$ cat src/rtl/core/crc16fr_pkg.sv
// Shared types, codes and constants of the CRC-16 frame receiver.
package crc16fr_pkg;

  localparam int unsigned MAX_DATA_DEF = 16;

  localparam logic [7:0]  SYNC_FIRST_RST  = 8'hAA;
  localparam logic [7:0]  SYNC_SECOND_RST = 8'h55;
  localparam logic [15:0] TIMEOUT_RST     = 16'd50;
  localparam logic [15:0] CRC_INIT        = 16'hFFFF;
  localparam logic [15:0] CRC_POLY        = 16'hA001;
  localparam logic [15:0] TICKS_MAX       = 16'hFFFF;

  localparam int unsigned CFG_IDX_W  = 2;
  localparam int unsigned CFG_DATA_W = 16;

  typedef enum logic [1:0] {
    CFG_SYNC_FIRST  = 2'd0,
    CFG_SYNC_SECOND = 2'd1,
    CFG_TIMEOUT     = 2'd2
  } cfg_reg_t;

  typedef enum logic [1:0] {
    ACT_BYTE    = 2'd0,
    ACT_TICK    = 2'd1,
    ACT_RELEASE = 2'd2
  } action_t;

  typedef enum logic [2:0] {
    EV_NONE      = 3'd0,
    EV_DELIVERED = 3'd1,
    EV_LEN_ERR   = 3'd2,
    EV_CRC_ERR   = 3'd3,
    EV_BUSY      = 3'd4,
    EV_TIMEOUT   = 3'd5
  } event_t;

  typedef enum logic [2:0] {
    PH_SYNC1 = 3'd0,
    PH_SYNC2 = 3'd1,
    PH_SEQ   = 3'd2,
    PH_LEN   = 3'd3,
    PH_CMD   = 3'd4,
    PH_DATA  = 3'd5,
    PH_CRCLO = 3'd6,
    PH_CRCHI = 3'd7
  } phase_t;

  typedef enum logic [2:0] {
    ST_IDLE,
    ST_EXEC,
    ST_CRC,
    ST_OUT,
    ST_RD,
    ST_DELIV
  } fsm_state_t;

  typedef struct packed {
    logic [1:0] action;
    logic [7:0] rx_byte;
  } in_t;

  typedef struct packed {
    logic        byte_taken;
    logic [2:0]  event_res;
    logic [7:0]  frame_seq;
    logic [4:0]  frame_len;
    logic [7:0]  frame_cmd;
    logic [7:0]  data_value;
    logic [3:0]  data_index;
    logic        last;
    logic [15:0] ok_total;
    logic [15:0] error_total;
    logic [15:0] timeout_total;
  } out_t;

  typedef struct packed {
    logic        start;
    logic [15:0] seed;
    logic [7:0]  data;
  } crc_req_t;

  typedef struct packed {
    logic        done;
    logic [15:0] crc;
  } crc_rsp_t;

endpackage

$ cat src/rtl/core/crc16_frame_receiver.sv
// An accepted item is registered, decided in the execute state and its result loaded into the
// output register; a SEQ, LEN, CMD or data byte first waits for the bit-serial CRC unit.
// The block takes no new item until that result is loaded: in_stall is high outside idle, and
// output stalls hold it. A delivering CRC byte of a non-empty frame reads each data byte from
// the buffer and loads one result per data byte, in index order. Synchronous active-low reset
// returns to header hunt, clears counters and mailbox, and loads the register file defaults.
module crc16_frame_receiver #(
  parameter int unsigned MAX_DATA = crc16fr_pkg::MAX_DATA_DEF
) (
  input  logic                                 clk,
  input  logic                                 rst_n,
  // input items
  input  logic                                 in_valid,
  output logic                                 in_stall,
  input  crc16fr_pkg::in_t                     in_data,
  // result items
  output logic                                 out_valid,
  input  logic                                 out_stall,
  output crc16fr_pkg::out_t                    out_data,
  // register writes
  input  logic                                 cfg_valid,
  output logic                                 cfg_ready,
  input  logic [crc16fr_pkg::CFG_IDX_W-1:0]    cfg_index,
  input  logic [crc16fr_pkg::CFG_DATA_W-1:0]   cfg_data
);
  import crc16fr_pkg::*;

  // Length and count need to hold MAX_DATA itself; the buffer index only MAX_DATA-1.
  localparam int unsigned LEN_W = $clog2(MAX_DATA + 1);
  localparam int unsigned IDX_W = (MAX_DATA > 1) ? $clog2(MAX_DATA) : 1;

  // Receive-side frame state; everything the restart clears lives here.
  typedef struct packed {
    phase_t           phase;
    logic [7:0]       held_seq;
    logic [LEN_W-1:0] held_len;
    logic [7:0]       held_cmd;
    logic [LEN_W-1:0] data_count;
    logic [7:0]       crc_lo;
    logic [15:0]      running_crc;
  } rx_t;

  localparam rx_t RX_RESTART = '{
    phase:       PH_SYNC1,
    held_seq:    8'h00,
    held_len:    '0,
    held_cmd:    8'h00,
    data_count:  '0,
    crc_lo:      8'h00,
    running_crc: CRC_INIT
  };

  fsm_state_t       state_r, state_nxt;
  in_t              item_r;
  rx_t              rx_r, rx_nxt;
  logic             mbox_full_r, mbox_full_nxt;
  logic [15:0]      idle_r, idle_nxt;
  logic [15:0]      ok_cnt_r, ok_cnt_nxt;
  logic [15:0]      err_cnt_r, err_cnt_nxt;
  logic [15:0]      tout_cnt_r, tout_cnt_nxt;
  logic [7:0]       sync_first_r;
  logic [7:0]       sync_second_r;
  logic [15:0]      timeout_limit_r;
  out_t             res_r, res_nxt;
  logic [LEN_W-1:0] dlv_len_r, dlv_len_nxt;
  logic [LEN_W-1:0] emit_idx_r, emit_idx_nxt;
  logic             out_valid_r;
  out_t             out_data_r, out_nxt;

  // Decode results of the execute step
  logic             exec_feed;
  logic [15:0]      exec_seed;
  logic             exec_wr;
  logic             exec_deliver;

  logic [15:0]      idle_inc;
  logic             tout;
  logic             slot_free;
  logic             load_single;
  logic             load_dlv;
  logic             emit_last;
  logic [7:0]       rd_data;
  crc_req_t         crc_req;
  crc_rsp_t         crc_rsp;

  // ---------------------------------------------------------------------------
  // Shared units
  // ---------------------------------------------------------------------------
  crc16fr_crc_unit u_crc (
    .clk   (clk),
    .rst_n (rst_n),
    .req   (crc_req),
    .rsp   (crc_rsp)
  );

  crc16fr_data_buf #(
    .DEPTH (MAX_DATA),
    .IDX_W (IDX_W)
  ) u_buf (
    .clk     (clk),
    .wr_en   ((state_r == ST_EXEC) && exec_wr),
    .wr_addr (rx_r.data_count[IDX_W-1:0]),
    .wr_data (item_r.rx_byte),
    .rd_en   (state_r == ST_RD),
    .rd_addr (emit_idx_r[IDX_W-1:0]),
    .rd_data (rd_data)
  );

  // ---------------------------------------------------------------------------
  // Timeout test: a tick ages first, a byte tests the age it arrived with
  // ---------------------------------------------------------------------------
  assign idle_inc = (idle_r == TICKS_MAX) ? idle_r : idle_r + 16'd1;
  assign tout     = (rx_r.phase != PH_SYNC1) &&
                    (((item_r.action == ACT_TICK) ? idle_inc : idle_r) > timeout_limit_r);

  // ---------------------------------------------------------------------------
  // Execute step: all frame decisions for one item, taken in ST_EXEC
  // ---------------------------------------------------------------------------
  always_comb begin
    rx_nxt        = rx_r;
    mbox_full_nxt = mbox_full_r;
    idle_nxt      = idle_r;
    ok_cnt_nxt    = ok_cnt_r;
    err_cnt_nxt   = err_cnt_r;
    tout_cnt_nxt  = tout_cnt_r;
    res_nxt       = res_r;
    dlv_len_nxt   = dlv_len_r;
    exec_feed     = 1'b0;
    exec_seed     = rx_r.running_crc;
    exec_wr       = 1'b0;
    exec_deliver  = 1'b0;

    if (state_r == ST_EXEC) begin
      res_nxt      = '0;
      res_nxt.last = 1'b1;

      case (item_r.action)
        ACT_TICK: begin
          idle_nxt = idle_inc;
          if (tout) begin
            tout_cnt_nxt      = tout_cnt_r + 16'd1;
            err_cnt_nxt       = err_cnt_r + 16'd1;
            rx_nxt            = RX_RESTART;
            res_nxt.event_res = EV_TIMEOUT;
          end
        end
        ACT_RELEASE: begin
          mbox_full_nxt = 1'b0;
        end
        ACT_BYTE: begin
          idle_nxt = 16'd0;
          // Drop a stale partial frame, then treat the byte as hunting.
          if (tout) begin
            tout_cnt_nxt      = tout_cnt_r + 16'd1;
            err_cnt_nxt       = err_cnt_r + 16'd1;
            rx_nxt            = RX_RESTART;
            res_nxt.event_res = EV_TIMEOUT;
          end
          res_nxt.byte_taken = 1'b1;
          case (tout ? PH_SYNC1 : rx_r.phase)
            PH_SYNC1: begin
              res_nxt.byte_taken = 1'b0;
              if (item_r.rx_byte == sync_first_r) begin
                rx_nxt.phase       = PH_SYNC2;
                res_nxt.byte_taken = 1'b1;
              end
            end
            PH_SYNC2: begin
              // Second-byte match wins; a repeated first byte keeps the hunt alive.
              if (item_r.rx_byte == sync_second_r) begin
                rx_nxt.phase = PH_SEQ;
              end else if (item_r.rx_byte != sync_first_r) begin
                rx_nxt             = RX_RESTART;
                res_nxt.byte_taken = 1'b0;
              end
            end
            PH_SEQ: begin
              rx_nxt.held_seq = item_r.rx_byte;
              rx_nxt.phase    = PH_LEN;
              exec_feed       = 1'b1;
              exec_seed       = CRC_INIT;
            end
            PH_LEN: begin
              rx_nxt.data_count = '0;
              if ({1'b0, item_r.rx_byte} > 9'(MAX_DATA)) begin
                err_cnt_nxt       = err_cnt_r + 16'd1;
                rx_nxt            = RX_RESTART;
                res_nxt.event_res = EV_LEN_ERR;
              end else begin
                rx_nxt.held_len = LEN_W'(item_r.rx_byte);
                rx_nxt.phase    = PH_CMD;
                exec_feed       = 1'b1;
              end
            end
            PH_CMD: begin
              rx_nxt.held_cmd = item_r.rx_byte;
              rx_nxt.phase    = (rx_r.held_len == '0) ? PH_CRCLO : PH_DATA;
              exec_feed       = 1'b1;
            end
            PH_DATA: begin
              exec_wr           = 1'b1;
              exec_feed         = 1'b1;
              rx_nxt.data_count = rx_r.data_count + LEN_W'(1);
              if ((rx_r.data_count + LEN_W'(1)) >= rx_r.held_len) begin
                rx_nxt.phase = PH_CRCLO;
              end
            end
            PH_CRCLO: begin
              rx_nxt.crc_lo = item_r.rx_byte;
              rx_nxt.phase  = PH_CRCHI;
            end
            PH_CRCHI: begin
              if ({item_r.rx_byte, rx_r.crc_lo} != rx_r.running_crc) begin
                err_cnt_nxt       = err_cnt_r + 16'd1;
                res_nxt.event_res = EV_CRC_ERR;
              end else if (mbox_full_r) begin
                err_cnt_nxt       = err_cnt_r + 16'd1;
                res_nxt.event_res = EV_BUSY;
              end else begin
                // Latch the frame header for delivery before the restart clears it.
                mbox_full_nxt     = 1'b1;
                ok_cnt_nxt        = ok_cnt_r + 16'd1;
                exec_deliver      = 1'b1;
                res_nxt.event_res = EV_DELIVERED;
                res_nxt.frame_seq = rx_r.held_seq;
                res_nxt.frame_len = 5'(rx_r.held_len);
                res_nxt.frame_cmd = rx_r.held_cmd;
                dlv_len_nxt       = rx_r.held_len;
              end
              rx_nxt = RX_RESTART;
            end
            default: begin
              rx_nxt = RX_RESTART;
            end
          endcase
        end
        default: begin
          // unused action code: one empty result
        end
      endcase
    end

    if ((state_r == ST_CRC) && crc_rsp.done) begin
      rx_nxt.running_crc = crc_rsp.crc;
    end
  end

  // ---------------------------------------------------------------------------
  // Sequencer: next state
  // ---------------------------------------------------------------------------
  assign slot_free = !out_valid_r || !out_stall;

  always_comb begin
    state_nxt = state_r;
    case (state_r)
      ST_IDLE: begin
        if (in_valid) begin
          state_nxt = ST_EXEC;
        end
      end
      ST_EXEC: begin
        if (exec_feed) begin
          state_nxt = ST_CRC;
        end else if (exec_deliver && (rx_r.held_len != '0)) begin
          state_nxt = ST_RD;
        end else begin
          state_nxt = ST_OUT;
        end
      end
      ST_CRC: begin
        if (crc_rsp.done) begin
          state_nxt = ST_OUT;
        end
      end
      ST_OUT: begin
        if (slot_free) begin
          state_nxt = ST_IDLE;
        end
      end
      ST_RD: begin
        state_nxt = ST_DELIV;
      end
      ST_DELIV: begin
        if (slot_free) begin
          state_nxt = emit_last ? ST_IDLE : ST_RD;
        end
      end
      default: begin
        state_nxt = ST_IDLE;
      end
    endcase
  end

  // ---------------------------------------------------------------------------
  // Sequencer: outputs
  // ---------------------------------------------------------------------------
  assign emit_last = ((emit_idx_r + LEN_W'(1)) == dlv_len_r);

  always_comb begin
    in_stall      = (state_r != ST_IDLE);
    crc_req.start = (state_r == ST_EXEC) && exec_feed;
    crc_req.seed  = exec_seed;
    crc_req.data  = item_r.rx_byte;
    load_single   = (state_r == ST_OUT) && slot_free;
    load_dlv      = (state_r == ST_DELIV) && slot_free;

    // advance the emit index per delivered data byte
    emit_idx_nxt = emit_idx_r;
    if (state_r == ST_EXEC) begin
      emit_idx_nxt = '0;
    end else if (load_dlv) begin
      emit_idx_nxt = emit_idx_r + LEN_W'(1);
    end

    // counters already hold their post-item values here
    out_nxt               = res_r;
    out_nxt.ok_total      = ok_cnt_r;
    out_nxt.error_total   = err_cnt_r;
    out_nxt.timeout_total = tout_cnt_r;
    if (state_r == ST_DELIV) begin
      out_nxt.data_value = rd_data;
      out_nxt.data_index = 4'(emit_idx_r);
      out_nxt.last       = emit_last;
    end
  end

  // ---------------------------------------------------------------------------
  // Registers
  // ---------------------------------------------------------------------------
  always_ff @(posedge clk) begin
    if (!rst_n) begin
      state_r     <= ST_IDLE;
      rx_r        <= RX_RESTART;
      mbox_full_r <= 1'b0;
      idle_r      <= 16'd0;
      ok_cnt_r    <= 16'd0;
      err_cnt_r   <= 16'd0;
      tout_cnt_r  <= 16'd0;
      out_valid_r <= 1'b0;
    end else begin
      state_r     <= state_nxt;
      rx_r        <= rx_nxt;
      mbox_full_r <= mbox_full_nxt;
      idle_r      <= idle_nxt;
      ok_cnt_r    <= ok_cnt_nxt;
      err_cnt_r   <= err_cnt_nxt;
      tout_cnt_r  <= tout_cnt_nxt;
      if (load_single || load_dlv) begin
        out_valid_r <= 1'b1;
      end else if (!out_stall) begin
        out_valid_r <= 1'b0;
      end
    end
  end

  // Payload registers: hold item, pending result and delivery bookkeeping
  always_ff @(posedge clk) begin
    if ((state_r == ST_IDLE) && in_valid) begin
      item_r <= in_data;
    end
    res_r      <= res_nxt;
    dlv_len_r  <= dlv_len_nxt;
    emit_idx_r <= emit_idx_nxt;
    if (load_single || load_dlv) begin
      out_data_r <= out_nxt;
    end
  end

  // Register file; writes beyond the list are dropped
  assign cfg_ready = 1'b1;

  always_ff @(posedge clk) begin
    if (!rst_n) begin
      sync_first_r    <= SYNC_FIRST_RST;
      sync_second_r   <= SYNC_SECOND_RST;
      timeout_limit_r <= TIMEOUT_RST;
    end else if (cfg_valid && cfg_ready) begin
      case (cfg_index)
        CFG_SYNC_FIRST:  sync_first_r    <= cfg_data[7:0];
        CFG_SYNC_SECOND: sync_second_r   <= cfg_data[7:0];
        CFG_TIMEOUT:     timeout_limit_r <= cfg_data[15:0];
        default: begin
        end
      endcase
    end
  end

  assign out_valid = out_valid_r;
  assign out_data  = out_data_r;

`ifndef SYNTH
  a_crc_done_in_wait: assert property (@(posedge clk) disable iff (!rst_n)
    crc_rsp.done |-> (state_r == ST_CRC))
    else $error("crc result arrived outside the wait state");

  a_emit_in_range: assert property (@(posedge clk) disable iff (!rst_n)
    (state_r == ST_DELIV) |-> (emit_idx_r < dlv_len_r))
    else $error("delivery index ran past the frame length");

  a_accept_to_exec: assert property (@(posedge clk) disable iff (!rst_n)
    (in_valid && !in_stall) |=> (state_r == ST_EXEC))
    else $error("accepted item not executed next cycle");

  a_not_last_is_delivery: assert property (@(posedge clk) disable iff (!rst_n)
    (out_valid && !out_data.last) |-> (out_data.event_res == EV_DELIVERED))
    else $error("multi-result output outside a delivery");

  a_data_count_bound: assert property (@(posedge clk) disable iff (!rst_n)
    (rx_r.phase == PH_DATA) |-> (rx_r.data_count < rx_r.held_len))
    else $error("data phase with count at or past the length");
`endif

endmodule

$ cat src/rtl/core/crc16fr_crc_unit.sv
// Bit-serial CRC-16/MODBUS unit: folds one byte into a CRC, one bit per cycle.
module crc16fr_crc_unit (
  input  logic                 clk,
  input  logic                 rst_n,
  input  crc16fr_pkg::crc_req_t req,
  output crc16fr_pkg::crc_rsp_t rsp
);
  import crc16fr_pkg::*;

  logic [15:0] crc_r, crc_nxt;
  logic [2:0]  cnt_r, cnt_nxt;
  logic        busy_r, busy_nxt;
  logic        done_r, done_nxt;
  logic [15:0] crc_step;

  // One reflected shift of the polynomial division.
  assign crc_step = crc_r[0] ? ((crc_r >> 1) ^ CRC_POLY) : (crc_r >> 1);

  always_comb begin
    crc_nxt  = crc_r;
    cnt_nxt  = cnt_r;
    busy_nxt = busy_r;
    done_nxt = 1'b0;
    if (req.start) begin
      crc_nxt  = req.seed ^ {8'h00, req.data};
      cnt_nxt  = 3'd7;
      busy_nxt = 1'b1;
    end else if (busy_r) begin
      crc_nxt = crc_step;
      cnt_nxt = cnt_r - 3'd1;
      if (cnt_r == 3'd0) begin
        busy_nxt = 1'b0;
        done_nxt = 1'b1;
      end
    end
  end

  always_ff @(posedge clk) begin
    if (!rst_n) begin
      cnt_r  <= 3'd0;
      busy_r <= 1'b0;
      done_r <= 1'b0;
    end else begin
      cnt_r  <= cnt_nxt;
      busy_r <= busy_nxt;
      done_r <= done_nxt;
    end
  end

  always_ff @(posedge clk) begin
    crc_r <= crc_nxt;
  end

  assign rsp.done = done_r;
  assign rsp.crc  = crc_r;

`ifndef SYNTH
  a_done_after_busy: assert property (@(posedge clk) disable iff (!rst_n)
    done_r |-> $past(busy_r))
    else $error("crc done without a running computation");
`endif

endmodule

$ cat src/rtl/core/crc16fr_data_buf.sv
// Frame data buffer: one write port, one registered read port.
module crc16fr_data_buf #(
  parameter int unsigned DEPTH = crc16fr_pkg::MAX_DATA_DEF,
  parameter int unsigned IDX_W = 4
) (
  input  logic             clk,
  input  logic             wr_en,
  input  logic [IDX_W-1:0] wr_addr,
  input  logic [7:0]       wr_data,
  input  logic             rd_en,
  input  logic [IDX_W-1:0] rd_addr,
  output logic [7:0]       rd_data
);
  logic [7:0] mem [DEPTH];
  logic [7:0] rd_data_r;

  always_ff @(posedge clk) begin
    if (wr_en) begin
      mem[wr_addr] <= wr_data;
    end
  end

  always_ff @(posedge clk) begin
    if (rd_en) begin
      rd_data_r <= mem[rd_addr];
    end
  end

  assign rd_data = rd_data_r;

endmodule

$ cat config.mk
export PLATFORM = sky130hd
export DESIGN_NAME = crc16_frame_receiver
export DESIGN_NICKNAME = d
export VERILOG_FILES = /design/src/rtl/core/crc16fr_pkg.sv /design/src/rtl/core/crc16_frame_receiver.sv /design/src/rtl/core/crc16fr_crc_unit.sv /design/src/rtl/core/crc16fr_data_buf.sv
export SDC_FILE = /design/constraint.sdc
export NUM_CORES = 1
export LEC_CHECK = 0
export BUFFER_PORTS_ARGS = -buffer_cell sky130_fd_sc_hd__buf_2
export CAP_MARGIN = 30
export CORE_MARGIN = 3
export CORE_UTILIZATION = 54
export DETAILED_ROUTE_END_ITERATION = 6
export GPL_TIMING_DRIVEN = 0
export PLACE_DENSITY = 0.73
export SKIP_CTS_REPAIR_TIMING = 1
export SLEW_MARGIN = 40
export SYNTH_ARGS = -nofsm -noshare
export SYNTH_HDL_FRONTEND = slang
export SYNTH_HIERARCHICAL = 1
export SYNTH_SLANG_ARGS = --single-unit
$ cat constraint.sdc
create_clock -name clk -period 6 [get_ports clk]
set_input_delay 0.6 -clock clk [delete_from_list [all_inputs] [get_ports clk]]
set_output_delay 0.6 -clock clk [all_outputs]
set_load 0.02 [all_outputs]
# --- Word-level counts from Yosys, hierarchy flattened ---
# Memory sizes are Yosys's and may differ from the RTL's. A register that Yosys moved wholly into a read port is not among the register bits.
# Index checks and enable logic that the tools add are counted.
classes:
  add_sub_neg: 7
  order_cmp: 3
  n_eq_ne: 29
  n_mux: 81
  n_bitwise: 8
  reduce_logical: 39
op_table:
  columns: ["op", "count"]
  rows:
  - ["16-bit two-way mux", 14]
  - ["53-bit two-way mux", 3]
  - ["53-bit case mux with 2 select lines", 1]
  - ["16-bit case mux with 2 select lines", 3]
  - ["8-bit case mux with 4 select lines", 3]
  - ["16-bit by 1-bit adder with 16-bit output (second input constant)", 4]
  - ["3-bit two-way mux", 18]
  - ["50-bit two-way mux", 1]
  - ["16-bit case mux with 3 select lines", 1]
  - ["37-bit two-way mux", 1]
  - ["1-bit two-way mux", 24]
  - ["3-bit case mux with 8 select lines", 1]
  - ["5-bit case mux with 4 select lines", 1]
  - ["3-bit == test (second input constant)", 6]
  - ["3-bit case mux with 6 select lines", 1]
  - ["16-bit == test (second input constant)", 1]
  - ["8-bit == test", 2]
  - ["16-bit greater-than comparator", 1]
  - ["16-bit != test", 1]
  - ["16-bit by 8-bit bitwise XOR with 16-bit output", 1]
  - ["5-bit case mux with 3 select lines", 1]
  - ["3-bit by 2-bit == test with 1-bit output (second input constant)", 4]
  - ["3-bit case mux with 2 select lines", 2]
  - ["5-bit by 1-bit adder with 5-bit output (second input constant)", 2]
  - ["32 further kinds", 70]
totals:
  ff_bits: 306
  ramBits: 128
  inputBits: 33
  out_inout_bits: 89
  wordCells: 209
  mem_count: 1
memory_table:
  columns: ["memory", "depth", "word_bits", "read_ports", "rd_ports_with_merged_regs", "write_ports", "line", "source"]
  rows:
  - ["u_buf.mem", 16, 8, 1, 1, 1, "crc16fr_data_buf.sv:14", "logic [7:0] mem [DEPTH];"]

# --- Depth between registers and ports, before layout ---
# Gate-level depths: netlist (run 1).
depth:
  word_depth: 14
  ltp_mapped: 19
  ltp_nobuf: 18

# --- Hierarchy ---
# Netlist (run 1), hierarchy kept.
modules_own_cells:
  columns: ["module", "instances", "cells_per_inst", "area_each_um2", "seq_area_each_um2"]
  rows:
  - ["crc16_frame_receiver", 1, 1160, 12535.8, 6966.7]
  - ["crc16fr_data_buf", 1, 229, 5227.5, 4083.9]
  - ["crc16fr_crc_unit", 1, 76, 1009.7, 580.6]

# --- Least setup slack after synthesis (run 1) ---
# Ideal clock, no wire load.
synth_timing:
  kind: "reg-to-reg"
  start: "register idle_r[0]"
  end: "memory u_buf.mem[0][0], enable pin"
  setup_ns: 0.383
  t_arrival_ns: 4.827
  required_time_ns: 5.617
  setup_slack_ns: 0.789
  stages_incl_launch_ff: 19
  n_path_buf: 2
  synth_period_minus_slack_ns: 5.211
  path_cell_list: "dfxtp_1 -> ha_1 -> and2_1 -> nand4_1 -> nor3_2 -> nor3_1 -> nand2_1 -> xnor2_1 -> ha_1 -> a41oi_1 -> o21ai_1 -> o2bb2ai_2 -> or4_4 -> buf_6 -> nand2_2 -> clkbuf_1 -> and2_1 -> or3b_2 -> nor3_1"
synth_via:
  elab_chain_cells: 13
  word_cells_on_any_way: 14
  cone_classes: "add/sub (1); order compare (1); eq/ne (2); mux (8); reduce/logical (2)"
synth_lines:
  columns: ["item", "line", "source"]
  rows:
  - ["from (decl)", "crc16_frame_receiver.sv:57", "logic [15:0] idle_r, idle_nxt;"]
  - ["from (signal assigned)", "crc16_frame_receiver.sv:344", "idle_r <= idle_nxt;"]
  - ["16-bit by 1-bit adder with 16-bit output / 16-bit == test (equally long branches)", "crc16_frame_receiver.sv:112", "assign idle_inc = (idle_r == TICKS_MAX) ? idle_r : idle_r + 16'd1;"]
  - ["16-bit two-way mux", "crc16_frame_receiver.sv:112", null]
  - ["16-bit two-way mux *", "crc16_frame_receiver.sv:114", "(((item_r.action == ACT_TICK) ? idle_inc : idle_r) > timeout_limit_r);"]
  - ["16-bit greater-than comparator *", "crc16_frame_receiver.sv:114", null]
  - ["1-bit logical AND *", "crc16_frame_receiver.sv:113", "assign tout = (rx_r.phase != PH_SYNC1) &&"]
  - ["3-bit two-way mux *", "crc16_frame_receiver.sv:160", "case (tout ? PH_SYNC1 : rx_r.phase)"]
  - ["3-bit == test *", "crc16_frame_receiver.sv:160", null]
  - ["1-bit two-way mux *", "crc16_frame_receiver.sv:160", null]
  - ["1-bit two-way mux *", "crc16_frame_receiver.sv:137", "case (item_r.action)"]
  - ["1-bit two-way mux *", "crc16_frame_receiver.sv:133", "if (state_r == ST_EXEC) begin"]
  - ["1-bit logical AND *", "crc16_frame_receiver.sv:101", ".wr_en ((state_r == ST_EXEC) && exec_wr),"]
  - ["1-bit two-way mux *", "crc16fr_data_buf.sv:18", "if (wr_en) begin"]
  - ["1-bit two-way mux (not written as such) *", "crc16fr_data_buf.sv:19", "mem[wr_addr] <= wr_data;"]
  - ["to (decl)", "crc16fr_data_buf.sv:14", null]
# Mark *: on every way between the ends. The rest lies on a longest branch, timed or not.

# --- Worst setup path in the final report (run 1) ---
layout_timing:
  start: "register idle_r[0]"
  end: "memory u_buf.mem[0][3], enable pin"
# Same word-level chain as after synthesis.

==> out/metrics.yaml, run 1 <==
final_layout:
  syn_to_final_growth_pct: 14.9
  layout_commonest_cell: "edfxtp_1"
  n_antenna_cell: 0
  nets: 1696
  finalNonFillerCells: 2119
  final_cell_mix: "edfxtp_1, dfxtp_1, buf_2"
  final_layout_size_suffix_gt1_share_pct: 18.8
floorplan:
  fp.dieH_um: 192
  start_util_pct: 55.4
  die-area_um2: 37000
  die_w_um: 192
  rows: 67
  core-area_um2: 33900
  pin_count: 122
pwr:
  power.density_nw_per_um2: 292
  power_w: 0.00630
  intPower_w: 0.00497
  p_clk_share_pct: 43.7
  p_leak_nw: 7.67
  ir_worst_vdd_mv: 0.229
  pwr-share-seq_pct: 52.6
  p_comb_share_pct: 3.7
  p_sw_w: 0.00133
  swShare_pct: 21.2
setup_path:
  cp_data_required_time_ns: 6.20
  cp.arrival_ns: 5.80
  crit_path_max_incr_delay_ns: 0.60
  r2r_cells: 17
  setup.worst_path.class: "reg2reg"
  slowest_stage: "or3b_2"
  critPathTopFamily: "simple AND/OR/NAND/NOR gates"
  cpMostUsedCell: "nor2_1"
  worst-path-buf-inv: 1
  cp_cell_sequence: "ha_1 -> and2_1 -> nand4_1 -> nor2_1 -> nand3_1 -> nor2_1 -> mux2_2 -> ha_1 -> nand4_1 -> nor2_1 -> o2bb2ai_2 -> or4_4 -> buf_6 -> nand2_2 -> and2_1 -> or3b_2 -> nor3_4"
  r2r_start: "idle_r[0]"
  r2r_end: "u_buf/mem[0][3]"
  cp-end-kind: "flip-flop"
  start_kind: "flip-flop"
  r2r_setup_slack_ns: 0.40
  crit_fanout: 15
min_path:
  min_delay_path_depth: 1
  hp-class: "in2reg"
  min_from: "in_data[2]"
  hold_path_end: "crc_req[2]"
synthesis:
  yosysSeqAreaShare_pct: 62.0
  synth_seq_cells: 442
  synthArstFlopShare_pct: 0
  syn_nets: 1527
  synth_area_um2: 18800
  syn_area_per_cell_um2: 12.8
  synth.distinct_cells: 81
  synth_edf_count: 278
  synth_flop_cell: "edfxtp_1"
  netlist_instances: 1465
  ys_warn_count: 6
route:
  drt-pass1-iter-count: 5
  post-route-drc-count: 0
  vias_per_cell: 5.84
  drt-met1-wl_um: 18300
  drt-initial-drc-count: 1015
  ant_nets: 0
  top_layer: "met5"
  wl_um: 42100
  post_drt_wl_per_cell_um: 19.9
  vias: 12400
  wl_met3_um: 2860
  wl_met2_um: 20000
timing:
  fin_ws_ns: 0.401
  fmax_ghz: 0.179
  finalSetupViolations: 0
  finalCriticalPeriod_ns: 5.60
  skew_ns: 0.0302
  report.final.slew_viol_count: 0
  tightest_slew_ns: 0.837
  period_share_pct: 93.3
  rsz0062_at_grt: "no"
  slew_headroom_pct: 44.0
  hold_violations: 0
grt:
  grt_overflow: 0
  grtUsageTotal_pct: 22.6
  grt_pass1_wl_um: 65400
  antenna_found_initial: 1
  grt_max_degree: 41
  grt_pass1_vias: 11900
placement:
  dp_slack_ns: -0.209
  gp_congestion: 0.900
  portBuffers: 120
  post-place-cells: 2036
  dp_hpwl_um: 28900
outcome:
  status: "finished, final reports clean"
clocking:
  cts_tree: "done"
  numCtsBuffers: 45
  cts.clk_slew.worst_paths_ns: 0.06
  cts.sink_count: 442
  clk_latency_ns: 0.57
  clockBufferDepth: 3
  clockRootBuffer: "clkbuf_16"
  ctsHtreeMaxLevel: 2
run:
  maxCapViolCount: 0
==> registers in the layout, indices dropped and copies added (netlist names), 16 cells and up <==
| signal | flops |
|---|---|
| ok_cnt_r | 16 |
| u_crc/crc_r | 16 |
| out_data | 86 |
| err_cnt_r | 16 |
| out_nxt | 25 |
| timeout_limit_r | 16 |
| rx_r | 53 |
| idle_r | 16 |
| u_buf/mem | 128 |
| tout_cnt_r | 16 |
==> stage by stage <==
step / util [%] / area [µm²] / setup TNS (ns) / hold WS, ns
finish: 63.7 / 21600 / 0 / 0.233
global route: 63.7 / 21600 / 0 / 0.213
CTS: 63.5 / 21500 / -6.73 / 0.215
detailed placement: 59.2 / 20000 / -5.44 / 0.405
global placement: 58.9 / 19900 / -12.53 / 0.402
floorplan: - / 18800 / 0 / 0.400
==> routing by layer <==
| metal | GRT usage [%] | vias to the layer above |
|---|---|---|
| li1 | - | 5830 |
| met1 | 31.8 | 6026 |
| met2 | 36.5 | 463 |
| met3 | 3.85 | 63 |
| met4 | 6.16 | 2 |
| met5 | 0 | - |
==> cell type report <==
cell class                 count  area, µm²
fill                        2540      12300
clock buffer                  64       1240
multi-input combinational    910       6690
timing repair buffer         123        668
clock inverter                20        231
tap                          448        561
sequential                   442      11600
inverter                      34        129
buffer                        78        432
==> power groups by stage <==
stage,Clock [W],Sequential [W],Combinational (W)
detailed placement,0,0.00338,0.000232
CTS,0.00281,0.00331,0.000234
global route,0.00293,0.00332,0.000254
finish,0.00275,0.00331,0.000234
floorplan,0,0.00339,0.000121
global placement,0,0.00338,0.000219
==> logic make-up after synthesis <==
logic type	count (synthesis)	share of synthesized area, %
other	1	0.0200
XOR/XNOR	80	3.89
flip-flops	442	62.0
buffers and inverters	113	2.99
AND/OR/NAND/NOR	461	13.0
multiplexers	69	6.30
AO/OA/AOI/OAI	270	9.95
adder cells (fa/ha/maj)	29	1.93
==> Yosys cell counts, types with 14 or more instances <==
library cell	number	area, µm²
nor2_1	94	353
nand2_1	110	413
edfxtp_1	278	8350
mux2i_1	27	270
mux4_2	18	405
or3_1	24	150
o21ai_0	46	230
xor2_1	19	166
nor3_1	19	95.1
ha_1	29	363
a21oi_1	82	410
clkbuf_1	35	131
nand3_1	39	195
and2_1	24	150
a22o_1	32	280
inv_1	32	120
nand2b_1	21	131
mux4_1	14	368
a221o_1	16	160
a22oi_1	19	143
and3_1	38	238
xnor2_1	57	499
buf_2	21	105
dfxtp_1	164	3280
nand4_1	23	144
==> worst max-delay path by stage <==
stage	startpoint	end	slack, ns	cells past startpoint
2_1_floorplan	idle_r[0]	u_buf/mem[0][0]	0.79	18
3_3_place_gp	idle_r[0]	u_buf/mem[0][3]	-0.44	18
3_5_place_dp	idle_r[0]	u_buf/mem[2][2]	-0.21	18
4_1_cts	idle_r[0]	u_buf/mem[2][3]	-0.28	18
5_1_grt	idle_r[0]	u_buf/mem[0][0]	0.09	17
6_report	idle_r[0]	u_buf/mem[0][3]	0.40	17
Note: power is estimated with default switching activity, not from simulation.
==> run 2, diff against run 1 <==
--- a/config.mk
+++ b/config.mk
@@ -6,12 +6,14 @@
 export NUM_CORES = 1
 export LEC_CHECK = 0
 export BUFFER_PORTS_ARGS = -buffer_cell sky130_fd_sc_hd__buf_2
-export CAP_MARGIN = 30
+export CAP_MARGIN = 10
+export CELL_PAD_IN_SITES_DETAIL_PLACEMENT = 0
+export CELL_PAD_IN_SITES_GLOBAL_PLACEMENT = 1
 export CORE_MARGIN = 3
-export CORE_UTILIZATION = 54
+export CORE_UTILIZATION = 50
 export DETAILED_ROUTE_END_ITERATION = 6
 export GPL_TIMING_DRIVEN = 0
-export PLACE_DENSITY = 0.73
+export PLACE_DENSITY = 0.81
 export SKIP_CTS_REPAIR_TIMING = 1
 export SLEW_MARGIN = 40
 export SYNTH_ARGS = -nofsm -noshare
==> out/metrics.yaml, run 2 (same netlist as run 1, synthesis figures left out) <==
outcome:
  status: "finished, final reports clean"
final_layout:
  layout_commonest_cell: "edfxtp_1"
  fin_area_um2: 21600
  n_antenna_cell: 0
  num-fill-cells: 3028
  final_layout_size_suffix_gt1_share_pct: 18.4
  largest_register: "u_buf/mem"
  largest_reg_flops: 128
  final_cell_mix: "edfxtp_1, dfxtp_1, buf_2"
  syn_to_final_growth_pct: 15.0
  nets: 1696
  finalNonFillerCells: 2139
placement:
  gp_congestion: 0.893
  post-place-cells: 2055
  portBuffers: 120
  dpl_cell_area_um2: 20000
  dp_hpwl_um: 29800
timing:
  finalCriticalPeriod_ns: 5.68
  report.final.slew_viol_count: 0
  tightest_slew_ns: 0.815
  fin_tns_setup_ns: 0
  slew_headroom_pct: 45.3
  fmax_ghz: 0.176
  period_share_pct: 94.6
  finalSetupViolations: 0
  hold_violations: 0
  skew_ns: 0.0111
  rsz0062_at_grt: "yes"
setup_path:
  setup.worst_path.class: "reg2reg"
  cp.depth: 17
  cp_data_required_time_ns: 6.18
  cp-end-kind: "flip-flop"
  slowest_stage: "or4_4"
  worst-path-buf-inv: 1
  start_kind: "flip-flop"
  crit_path_max_incr_delay_ns: 0.58
  cp.arrival_ns: 5.86
  crit_fanout: 15
  r2r_cells: 17
  critPathTopFamily: "simple AND/OR/NAND/NOR gates"
  cp_cell_sequence: "ha_1 -> and2_1 -> nand4_1 -> nor2_1 -> nand3_1 -> nor2_1 -> mux2_2 -> ha_1 -> nand4_1 -> nor2_1 -> o2bb2ai_2 -> or4_4 -> buf_6 -> nand2_2 -> and2_1 -> or3b_2 -> nor2_2"
  cpMostUsedCell: "nor2_1"
  r2r_setup_slack_ns: 0.32
floorplan:
  die-area_um2: 39900
  core-area_um2: 36800
  start_util_pct: 51.0
  die_w_um: 200
  fp.dieH_um: 200
  pin_count: 122
  rows: 70
pwr:
  ir_worst_vdd_mv: 0.166
  power_w: 0.00630
  p_comb_share_pct: 3.7
  p_leak_nw: 7.65
  p_clk_share_pct: 43.6
  power.density_nw_per_um2: 292
  pwr-share-seq_pct: 52.6
  intPower_w: 0.00498
  swShare_pct: 20.9
  p_sw_w: 0.00132
route:
  wl_um: 42500
  drt-met1-wl_um: 19100
  vias: 12300
  top_layer: "met5"
  vias_per_cell: 5.75
  drt-pass1-iter-count: 5
  drt-initial-drc-count: 852
  post_drt_wl_per_cell_um: 19.9
  post-route-drc-count: 0
  wl_met3_um: 2200
  ant_nets: 0
  wl_met2_um: 20100
grt:
  grtUsageTotal_pct: 21.2
  grt_pass1_vias: 11800
  grt_pass1_wl_um: 65900
  antenna_found_initial: 1
  grt_max_degree: 47
  grt_overflow: 0
clocking:
  cts.sink_count: 442
  clockRootBuffer: "clkbuf_16"
  cts_tree: "done"
  ctsHtreeMaxLevel: 2
  numCtsBuffers: 45
  clk_latency_ns: 0.55
  cts.clk_slew.worst_paths_ns: 0.06
  clockBufferDepth: 3
run:
  maxCapViolCount: 0
min_path:
  hp-class: "in2reg"
  min_delay_path_depth: 1
run 2: per-layer routing:
metal  vias to the layer above  global-route usage [%]
met5                         -                       0
li1                       5838                       -
met2                       399                    34.6
met3                        74                    3.05
met1                      5994                    30.1
met4                         2                    6.10
run 2: through the flow:
step	setup slack [ns]	util (%)	hold slack, ns
5_1_grt	-0.0421	58.7	0.216
4_1_cts	-0.319	58.5	0.201
3_3_place_gp	-0.515	54.3	0.405
2_1_floorplan	0.789	-	0.400
3_5_place_dp	-0.223	54.5	0.405
6_report	0.322	58.7	0.230
run 2: power groups by stage:
stage	registers (W)	logic, W	clock network, W
final	0.00331	0.000235	0.00275
after global routing	0.00332	0.000255	0.00292
after CTS	0.00331	0.000236	0.00280
after detailed placement	0.00338	0.000235	0
after global placement	0.00338	0.000224	0
after floorplan	0.00339	0.000121	0
run 2: layout make-up:
| class | instances | area (µm²) | area share (%) |
|---|---|---|---|
| multi-input combinational | 910 | 6670 | 30.9 |
| sequential | 442 | 11600 | 53.9 |
| clock buffer | 74 | 1360 | 6.30 |
| buffer | 78 | 430 | 1.99 |
| tap | 468 | 586 | 2.71 |
| inverter | 34 | 129 | 0.597 |
| timing repair buffer | 123 | 668 | 3.10 |
| clock inverter | 10 | 106 | 0.493 |
run 2: final timing paths:
kind	endpoint	start
worst max register to register	u_buf/mem[1][0]	idle_r[0]
worst min-delay path	crc_req[6]	in_data[6]
worst max-delay path	u_buf/mem[1][0]	idle_r[0]
worst min register to register	out_data[76]	out_nxt[76]
run 2: worst reg2reg max path, stage by stage, from the launching register on:
cell and delay (ns):
dfxtp_1 0.41, ha_1 0.24, and2_1 0.23, nand4_1 0.35, nor2_1 0.36, nand3_1 0.17
nor2_1 0.12, mux2_2 0.35, ha_1 0.29, nand4_1 0.24, nor2_1 0.10, o2bb2ai_2 0.16
or4_4 0.58, buf_6 0.18, nand2_2 0.27, and2_1 0.27, or3b_2 0.56, nor2_2 0.43
